--- src/rtl/core/dcd_pkg.sv ---
// Shared types, constants and the motion table for the drive command decoder.
package dcd_pkg;

	// Field widths
	localparam int MODE_W    = 4;
	localparam int VALUE_W   = 12;
	localparam int SPEED_W   = 12;
	localparam int MAG_W     = 7;
	localparam int STEER_W   = 8;
	localparam int S_DATA_W  = 16;
	localparam int M_DATA_W  = 40;

	// Command classes
	localparam logic [MODE_W-1:0] MODE_STEER  = 4'd1;
	localparam logic [MODE_W-1:0] MODE_MOTION = 4'd2;
	localparam logic [MODE_W-1:0] MODE_SPEED  = 4'd4;

	// Motion codes
	localparam logic [VALUE_W-1:0] MOT_FWD       = 12'd1;
	localparam logic [VALUE_W-1:0] MOT_REV       = 12'd2;
	localparam logic [VALUE_W-1:0] MOT_SPIN_L    = 12'd4;
	localparam logic [VALUE_W-1:0] MOT_FWD_L     = 12'd5;
	localparam logic [VALUE_W-1:0] MOT_REV_L     = 12'd6;
	localparam logic [VALUE_W-1:0] MOT_SPIN_R    = 12'd8;
	localparam logic [VALUE_W-1:0] MOT_FWD_R     = 12'd9;
	localparam logic [VALUE_W-1:0] MOT_REV_R     = 12'd10;
	localparam logic [VALUE_W-1:0] MOT_STOP      = 12'd16;

	// Horn requests
	localparam logic [1:0] HORN_NONE  = 2'd0;
	localparam logic [1:0] HORN_MUTE  = 2'd1;
	localparam logic [1:0] HORN_PULSE = 2'd2;

	// Steering and speed constants
	localparam logic [7:0]  SPEED_RESET  = 8'd50;
	localparam logic [12:0] STEER_CENTER = 13'd100;
	localparam logic [6:0]  STEER_FULL   = 7'd100;
	// x/25 == (x*RECIP_25) >> RECIP_SHIFT, exact for x < 2^22/21
	localparam logic [17:0] RECIP_25     = 18'd167773;
	localparam int          RECIP_SHIFT  = 22;

	// Wheel direction: 1 forward, -1 reverse, 0 stopped
	typedef logic signed [1:0] dir_t;

	localparam dir_t D_FWD  = 2'sb01;
	localparam dir_t D_STOP = 2'sb00;
	localparam dir_t D_REV  = 2'sb11;

	typedef struct packed {
		dir_t lf;
		dir_t lr;
		dir_t rf;
		dir_t rr;
	} dirs_t;

	typedef struct packed {
		logic       hit;
		dirs_t      dirs;
		logic [1:0] horn;
	} motion_t;

	// Stage 2 snapshot handed to the speed reduction stages
	typedef struct packed {
		dirs_t            dirs;
		logic [1:0]       horn;
		logic [SPEED_W-1:0] speed;
		logic [MAG_W-1:0] mag;
		logic             steer_neg;
		logic             steer_pos;
	} snap_t;

	// Motion code lookup
	function automatic motion_t motion_lookup(input logic [VALUE_W-1:0] code);
		motion_t r;
		r.hit  = 1'b1;
		r.dirs = '{D_STOP, D_STOP, D_STOP, D_STOP};
		r.horn = HORN_MUTE;
		case (code)
			MOT_FWD:    r.dirs = '{D_FWD,  D_FWD,  D_FWD,  D_FWD};
			MOT_REV: begin
				r.dirs = '{D_REV,  D_REV,  D_REV,  D_REV};
				r.horn = HORN_PULSE;
			end
			MOT_SPIN_L: r.dirs = '{D_REV,  D_REV,  D_FWD,  D_FWD};
			MOT_FWD_L:  r.dirs = '{D_FWD,  D_STOP, D_FWD,  D_FWD};
			MOT_REV_L: begin
				r.dirs = '{D_STOP, D_REV,  D_REV,  D_REV};
				r.horn = HORN_PULSE;
			end
			MOT_SPIN_R: r.dirs = '{D_FWD,  D_FWD,  D_REV,  D_REV};
			MOT_FWD_R:  r.dirs = '{D_FWD,  D_FWD,  D_FWD,  D_STOP};
			MOT_REV_R: begin
				r.dirs = '{D_REV,  D_REV,  D_STOP, D_REV};
				r.horn = HORN_PULSE;
			end
			MOT_STOP:   r.dirs = '{D_STOP, D_STOP, D_STOP, D_STOP};
			default: begin
				r.hit  = 1'b0;
				r.horn = HORN_NONE;
			end
		endcase
		return r;
	endfunction

endpackage

--- src/rtl/core/dcd_state.sv ---
// Command decode stage: updates directions, speed and steering, registers a snapshot.
module dcd_state #(
	parameter int SPD_BITS = 12
) (
	input  logic                        clk,
	input  logic                        arst_n,
	input  logic                        in_valid,
	output logic                        in_ready,
	input  logic [dcd_pkg::MODE_W-1:0]  in_mode,
	input  logic [SPD_BITS-1:0]         in_value,
	output logic                        out_valid,
	input  logic                        out_ready,
	output dcd_pkg::snap_t              out_snap
);
	import dcd_pkg::*;

	logic [SPD_BITS-1:0]      speed_q;
	logic signed [STEER_W-1:0] steer_q;
	dirs_t                    dirs_q;

	logic                     v_s2;
	snap_t                    snap_s2;

	logic                     adv;
	logic [VALUE_W-1:0]       val_ext;
	motion_t                  mot;
	logic signed [12:0]       steer_raw;
	logic signed [STEER_W-1:0] steer_sat;
	logic [SPD_BITS-1:0]      speed_nx;
	logic signed [STEER_W-1:0] steer_nx;
	dirs_t                    dirs_nx;
	logic [1:0]               horn_nx;
	logic [STEER_W-1:0]       steer_abs;

	assign adv      = !v_s2 || out_ready;
	assign in_ready = adv;
	assign val_ext  = VALUE_W'(in_value);
	assign mot      = motion_lookup(val_ext);

	// Steering: value minus center, clamped to +/-100
	assign steer_raw = $signed({1'b0, val_ext}) - $signed(STEER_CENTER);

	always_comb begin
		if (steer_raw > 13'sd100) begin
			steer_sat = 8'sd100;
		end else if (steer_raw < -13'sd100) begin
			steer_sat = -8'sd100;
		end else begin
			steer_sat = steer_raw[STEER_W-1:0];
		end
	end

	// Next state for this command
	always_comb begin
		speed_nx = speed_q;
		steer_nx = steer_q;
		dirs_nx  = dirs_q;
		horn_nx  = HORN_NONE;
		case (in_mode)
			MODE_MOTION: begin
				if (mot.hit) begin
					dirs_nx = mot.dirs;
				end
				horn_nx = mot.horn;
			end
			MODE_SPEED: speed_nx = in_value;
			MODE_STEER: steer_nx = steer_sat;
			default: ;
		endcase
	end

	assign steer_abs = steer_nx[STEER_W-1] ? STEER_W'(-steer_nx) : STEER_W'(steer_nx);

	// Architectural state
	always_ff @(posedge clk or negedge arst_n) begin
		if (!arst_n) begin
			speed_q <= SPD_BITS'(SPEED_RESET);
			steer_q <= '0;
			dirs_q  <= '{D_STOP, D_STOP, D_STOP, D_STOP};
		end else if (in_valid && adv) begin
			speed_q <= speed_nx;
			steer_q <= steer_nx;
			dirs_q  <= dirs_nx;
		end
	end

	// Stage 2 valid
	always_ff @(posedge clk or negedge arst_n) begin
		if (!arst_n) begin
			v_s2 <= 1'b0;
		end else if (adv) begin
			v_s2 <= in_valid;
		end
	end

	// Stage 2 payload
	always_ff @(posedge clk) begin
		if (in_valid && adv) begin
			snap_s2.dirs      <= dirs_nx;
			snap_s2.horn      <= horn_nx;
			snap_s2.speed     <= SPEED_W'(speed_nx);
			snap_s2.mag       <= steer_abs[MAG_W-1:0];
			snap_s2.steer_neg <= steer_nx[STEER_W-1];
			snap_s2.steer_pos <= !steer_nx[STEER_W-1] && (steer_nx != '0);
		end
	end

	assign out_valid = v_s2;
	assign out_snap  = snap_s2;

endmodule

--- src/rtl/core/dcd_speed.sv ---
// Steering reduction: speed*(100-|steer|) then an exact divide by 100, two stages.
module dcd_speed #(
	parameter int SPD_BITS = 12
) (
	input  logic                         clk,
	input  logic                         arst_n,
	input  logic                         in_valid,
	output logic                         in_ready,
	input  dcd_pkg::snap_t               in_snap,
	output logic                         out_valid,
	input  logic                         out_ready,
	output dcd_pkg::dirs_t               out_dirs,
	output logic [1:0]                   out_horn,
	output logic [dcd_pkg::SPEED_W-1:0]  out_left,
	output logic [dcd_pkg::SPEED_W-1:0]  out_right
);
	import dcd_pkg::*;

	localparam int PROD_W = SPD_BITS + MAG_W;
	localparam int QUART_W = PROD_W - 2;
	localparam int RPROD_W = QUART_W + 18;

	logic                v_s3, v_s4;
	logic                adv3, adv4;
	logic [PROD_W-1:0]   prod_s3;
	snap_t               snap_s3;
	logic [RPROD_W-1:0]  rprod;
	logic [SPD_BITS-1:0] reduced;
	logic [SPEED_W-1:0]  left_nx, right_nx;
	logic [SPEED_W-1:0]  left_s4, right_s4;
	dirs_t               dirs_s4;
	logic [1:0]          horn_s4;

	assign adv4     = !v_s4 || out_ready;
	assign adv3     = !v_s3 || adv4;
	assign in_ready = adv3;

	// Divide by 100 as (p/4)/25 via reciprocal
	assign rprod   = RPROD_W'(prod_s3[PROD_W-1:2]) * RPROD_W'(RECIP_25);
	assign reduced = rprod[RECIP_SHIFT +: SPD_BITS];

	always_comb begin
		left_nx  = snap_s3.speed;
		right_nx = snap_s3.speed;
		if (snap_s3.steer_neg) begin
			left_nx = SPEED_W'(reduced);
		end else if (snap_s3.steer_pos) begin
			right_nx = SPEED_W'(reduced);
		end
	end

	// Valid bits
	always_ff @(posedge clk or negedge arst_n) begin
		if (!arst_n) begin
			v_s3 <= 1'b0;
			v_s4 <= 1'b0;
		end else begin
			if (adv3) v_s3 <= in_valid;
			if (adv4) v_s4 <= v_s3;
		end
	end

	// Stage 3: product
	always_ff @(posedge clk) begin
		if (in_valid && adv3) begin
			snap_s3 <= in_snap;
			prod_s3 <= PROD_W'(in_snap.speed[SPD_BITS-1:0]) *
				PROD_W'(STEER_FULL - in_snap.mag);
		end
	end

	// Stage 4: result register
	always_ff @(posedge clk) begin
		if (v_s3 && adv4) begin
			dirs_s4  <= snap_s3.dirs;
			horn_s4  <= snap_s3.horn;
			left_s4  <= left_nx;
			right_s4 <= right_nx;
		end
	end

	assign out_valid = v_s4;
	assign out_dirs  = dirs_s4;
	assign out_horn  = horn_s4;
	assign out_left  = left_s4;
	assign out_right = right_s4;

endmodule

--- src/rtl/core/drive_command_decoder.sv ---
// Drive command decoder top level: input register, decode stage, speed reduction stages.
// Pipeline from input transaction to result on m_tvalid: input register,
//   decode/state stage, multiply stage, reciprocal-divide result register.
// Throughput: one command per cycle; each stage holds one transaction and stalls
//   only when the stage after it is full and not taking.
// Reset: arst_n clears all valid bits; speed resets to 50, steering to 0, wheels stopped.
module drive_command_decoder #(
	parameter int VALUE_BITS = 12
) (
	input  logic        clk,
	input  logic        arst_n,
	input  logic        s_tvalid,
	output logic        s_tready,
	// [3:0] mode, [15:4] value
	input  logic [15:0] s_tdata,
	output logic        m_tvalid,
	input  logic        m_tready,
	// [1:0] dir_left_front, [3:2] dir_left_rear, [5:4] dir_right_front,
	// [7:6] dir_right_rear, [19:8] left_speed, [31:20] right_speed,
	// [33:32] horn_action, [39:34] zero
	output logic [39:0] m_tdata
);
	import dcd_pkg::*;

	localparam int SPD_BITS = (VALUE_BITS < VALUE_W) ? VALUE_BITS : VALUE_W;

	logic                v_s1;
	logic [MODE_W-1:0]   mode_s1;
	logic [SPD_BITS-1:0] value_s1;
	logic                rdy2, adv1;
	logic                v2;
	logic                rdy3;
	snap_t               snap2;
	dirs_t               dirs_o;
	logic [1:0]          horn_o;
	logic [SPEED_W-1:0]  left_o, right_o;

	assign adv1     = !v_s1 || rdy2;
	assign s_tready = adv1;

	// Input register valid
	always_ff @(posedge clk or negedge arst_n) begin
		if (!arst_n) begin
			v_s1 <= 1'b0;
		end else if (adv1) begin
			v_s1 <= s_tvalid;
		end
	end

	// Input register payload, value masked to VALUE_BITS
	always_ff @(posedge clk) begin
		if (s_tvalid && adv1) begin
			mode_s1  <= s_tdata[MODE_W-1:0];
			value_s1 <= s_tdata[MODE_W +: SPD_BITS];
		end
	end

	dcd_state #(.SPD_BITS(SPD_BITS)) u_state (
		.clk       (clk),
		.arst_n    (arst_n),
		.in_valid  (v_s1),
		.in_ready  (rdy2),
		.in_mode   (mode_s1),
		.in_value  (value_s1),
		.out_valid (v2),
		.out_ready (rdy3),
		.out_snap  (snap2)
	);

	dcd_speed #(.SPD_BITS(SPD_BITS)) u_speed (
		.clk       (clk),
		.arst_n    (arst_n),
		.in_valid  (v2),
		.in_ready  (rdy3),
		.in_snap   (snap2),
		.out_valid (m_tvalid),
		.out_ready (m_tready),
		.out_dirs  (dirs_o),
		.out_horn  (horn_o),
		.out_left  (left_o),
		.out_right (right_o)
	);

	// Result packing
	assign m_tdata = {6'b0, horn_o, right_o, left_o,
		dirs_o.rr, dirs_o.rf, dirs_o.lr, dirs_o.lf};

endmodule

--- config.mk ---
export PLATFORM = sky130hd
export DESIGN_NAME = drive_command_decoder
export DESIGN_NICKNAME = d
export VERILOG_FILES = /design/src/rtl/core/dcd_pkg.sv /design/src/rtl/core/dcd_state.sv /design/src/rtl/core/dcd_speed.sv /design/src/rtl/core/drive_command_decoder.sv
export SDC_FILE = /design/constraint.sdc
export NUM_CORES = 1
export LEC_CHECK = 0
export ABC_AREA = 1
export BUFFER_PORTS_ARGS = -buffer_cell sky130_fd_sc_hd__buf_2
export CELL_PAD_IN_SITES_DETAIL_PLACEMENT = 1
export CELL_PAD_IN_SITES_GLOBAL_PLACEMENT = 1
export CORE_MARGIN = 5
export CORE_UTILIZATION = 46
export CTS_BUF_LIST = sky130_fd_sc_hd__clkbuf_8
export CTS_CLUSTER_SIZE = 16
export DETAILED_ROUTE_END_ITERATION = 8
export GPL_ROUTABILITY_DRIVEN = 0
export PLACE_DENSITY = 0.79
export SLEW_MARGIN = 25
export SYNTH_ARGS = -nofsm -noshare
export SYNTH_HDL_FRONTEND = slang
export SYNTH_SLANG_ARGS = --single-unit
export TNS_END_PERCENT = 100
--- constraint.sdc ---
create_clock -name clk -period 6.05 [get_ports clk]
set_clock_uncertainty 0.2 [all_clocks]
set_input_delay 0 -clock clk [delete_from_list [all_inputs] [get_ports clk]]
set_output_delay 0 -clock clk [all_outputs]
set_load 0.01 [all_outputs]
==> run metrics <==
starting density of the core=0.466; final worst slack=-114 ps; DP Area=0.0172 mm²; Inserted Diodes=0; Setup WS pre-CTS=-264 ps; Iteration-0 DRC Markers=737; outcome=finished with violations; overflow left after global routing=0; IO Pins=62; Root Driver=clkbuf_8; row count=68; total number of vias=12600; CP Capture Type=flip-flop; Die ar.=0.0389 mm²; buffer depth of the longest clock path=2; Avg Inst Size Synth=9.24 µm²; Yosys reg bits=154; DIE HEIGHT=197 µm; CTS tree=built; WHS Endpoint=value_s1[11]; crit path max fanout=6; sequential fraction of the synthesis area=0.277; antenna viol nets, final=0; Port Buffer Count=55; Worst slew margin=0.361; RSZ-0062 raised after global routing=yes; predominant post-synthesis flop cell=edfxtp_1; Mapped Cells=1743; yosys warns=0; Hold Crit Class=in -> reg; CP arrival=6210 ps; Setup CP Type=reg -> reg; mean number of vias per cell=5.31; first-pass GRT wire length=74400 µm; Final #Nets=2300; CTS Sinks=154; CTS buffer count=17; Post-synth ARST share=0.208; max-cap viol count=0; Mapped Area=0.0161 mm²; Pre-antenna DRT Iters=7; Area Growth Syn to Fin=15.6%; largest net degree at the start of global routing=57; initial antenna violation count=1; Post-synth EDFFs=122; Final Hold Fails=0; WHS Path Cells=2; DR WL/cell=20.7 µm; # DRC=0; die width=197 µm; GRT Total Usage=0.245; synth unique cells=52; layout cell share with drive strength beyond 1=0.164; clk slew on worst S/H paths=100 ps; commonest non-fill, non-tap cells in the layout=441 x inv_1, 298 x nand2_1, 193 x fa_1; Least-Margin Pin Slew=957 ps; commonest non-fill, non-tap cell in the layout=inv_1; worst reg2reg endpoint=u_speed.out_right[8]; period utilisation layout=1.02; worst path required time=6100 ps; Worst Hold Launch=s_tdata[15]; H-tree levels=4; final setup vio count=1; Core Area=0.0345 mm²; type of origin of the critical path=flip-flop; clk_lat worst skew=500 ps; WHS=37.7 ps; R2R Path Start=u_speed.prod_s3[9]; FF-to-FF path depth=21; max-slew violation count=0; failing checks=setup timing; fin area=0.0186 mm²; Final HPWL DP=37000 µm; R2R setup slack=-110 ps; Final min period=6160 ps; FMAX=162 MHz; number of global-route vias before repair=14200; final WL=49000 µm
## state kept, by name (all words and copies together) (netlist names), 4 cells and up
signal / flops
u_speed.out_dirs: 8
u_speed.snap_s3: 24
u_state.speed_q: 12
value_s1: 12
u_state.steer_q: 8
mode_s1: 4
u_speed.out_right: 12
u_speed.out_left: 12
u_state.out_snap: 31
u_speed.prod_s3: 17
u_state.dirs_q: 8
## synth_stat cells, types with 13 or more instances
master | n | area share
nand2_1 | 314 | 0.073
inv_1 | 450 | 0.10
edfxtp_1 | 122 | 0.23
ha_1 | 182 | 0.14
nand3_1 | 41 | 0.013
clkbuf_1 | 13 | 0.0030
nor2_1 | 93 | 0.022
dfrtp_1 | 29 | 0.045
a21oi_1 | 52 | 0.016
xnor2_1 | 17 | 0.0092
o21ai_0 | 66 | 0.021
fa_1 | 199 | 0.25
xor2_1 | 23 | 0.013
## area by class of cell
type | count | area (µm²)
clock buffers | 18 | 248
clock inverters | 14 | 145
fillers | 4006 | 15900
inverters | 462 | 1730
multi-input cells | 1108 | 10300
flip-flops and latches | 154 | 4470
well taps | 455 | 569
repair buffers | 156 | 1150
## how the worst max path moves through the flow
stage,from,end,cells after the start
after detailed placement,u_state.out_snap[2],u_speed.prod_s3[17],28
after CTS,u_state.out_snap[2],u_speed.prod_s3[17],29
after floorplan,u_state.out_snap[2],u_speed.prod_s3[17],28
after global routing,u_speed.prod_s3[9],u_speed.out_right[8],21
after global placement,u_state.out_snap[2],u_speed.prod_s3[17],28
final,u_speed.prod_s3[9],u_speed.out_right[8],21
## metrics by stage
stage,utilization,TNS [ps],instances
6_report,0.539,-114,2367
4_1_cts,0.524,0,2352
2_1_floorplan,-,0,1748
5_1_grt,0.539,-1470,2367
3_3_place_gp,0.498,0,2280
3_5_place_dp,0.498,-866,2280
## per-layer routing
layer  GRT usage  vias up  routed length [µm]
li1            -     5649                   -
met1       0.284     6441               18200
met2       0.467      339               27100
met3      0.0326      137                1770
met4      0.0822        2                1950
met5           0        -                  17
## repair_timing
item | in CTS | in global routing
gates resized for setup | 22 | 100
pin swaps | 7 | 49
setup buffers | 6 | 13
endpoints found under the setup margin | 13 | 27
hold buffers | 34 | 1
endpoints found under the hold margin | 68 | 1
gates cloned | 0 | 0
## kinds of logic after synthesis
kind of cell	Yosys count	share of synthesized area
DFF	154	0.277
buffers and inverters	486	0.115
and+or+nand+nor	518	0.139
xor gates and xnor gates	40	0.0217
adders and majority gates	381	0.389
other	1	0.000233
AOI/OAI and AO/OA	163	0.0580
## worst max-delay path: stages (launching register included)
cell and delay [ps]:
edfxtp_1 510, inv_1 120, fa_2 380, fa_1 550
fa_1 530, inv_1 60, fa_1 520, fa_1 560
inv_1 60, fa_1 540, inv_1 70, ha_4 290
nand2_2 110, nor4_4 370, nand3_1 140, nand3_2 160
a21oi_4 90, o21ai_2 200, xor2_2 200, nand2_1 90
o21ai_1 110, inv_1 70
Power is left out: the tool's default activity adds up to more than one toggle a clock period on the data nets, which glitch-free logic cannot reach.
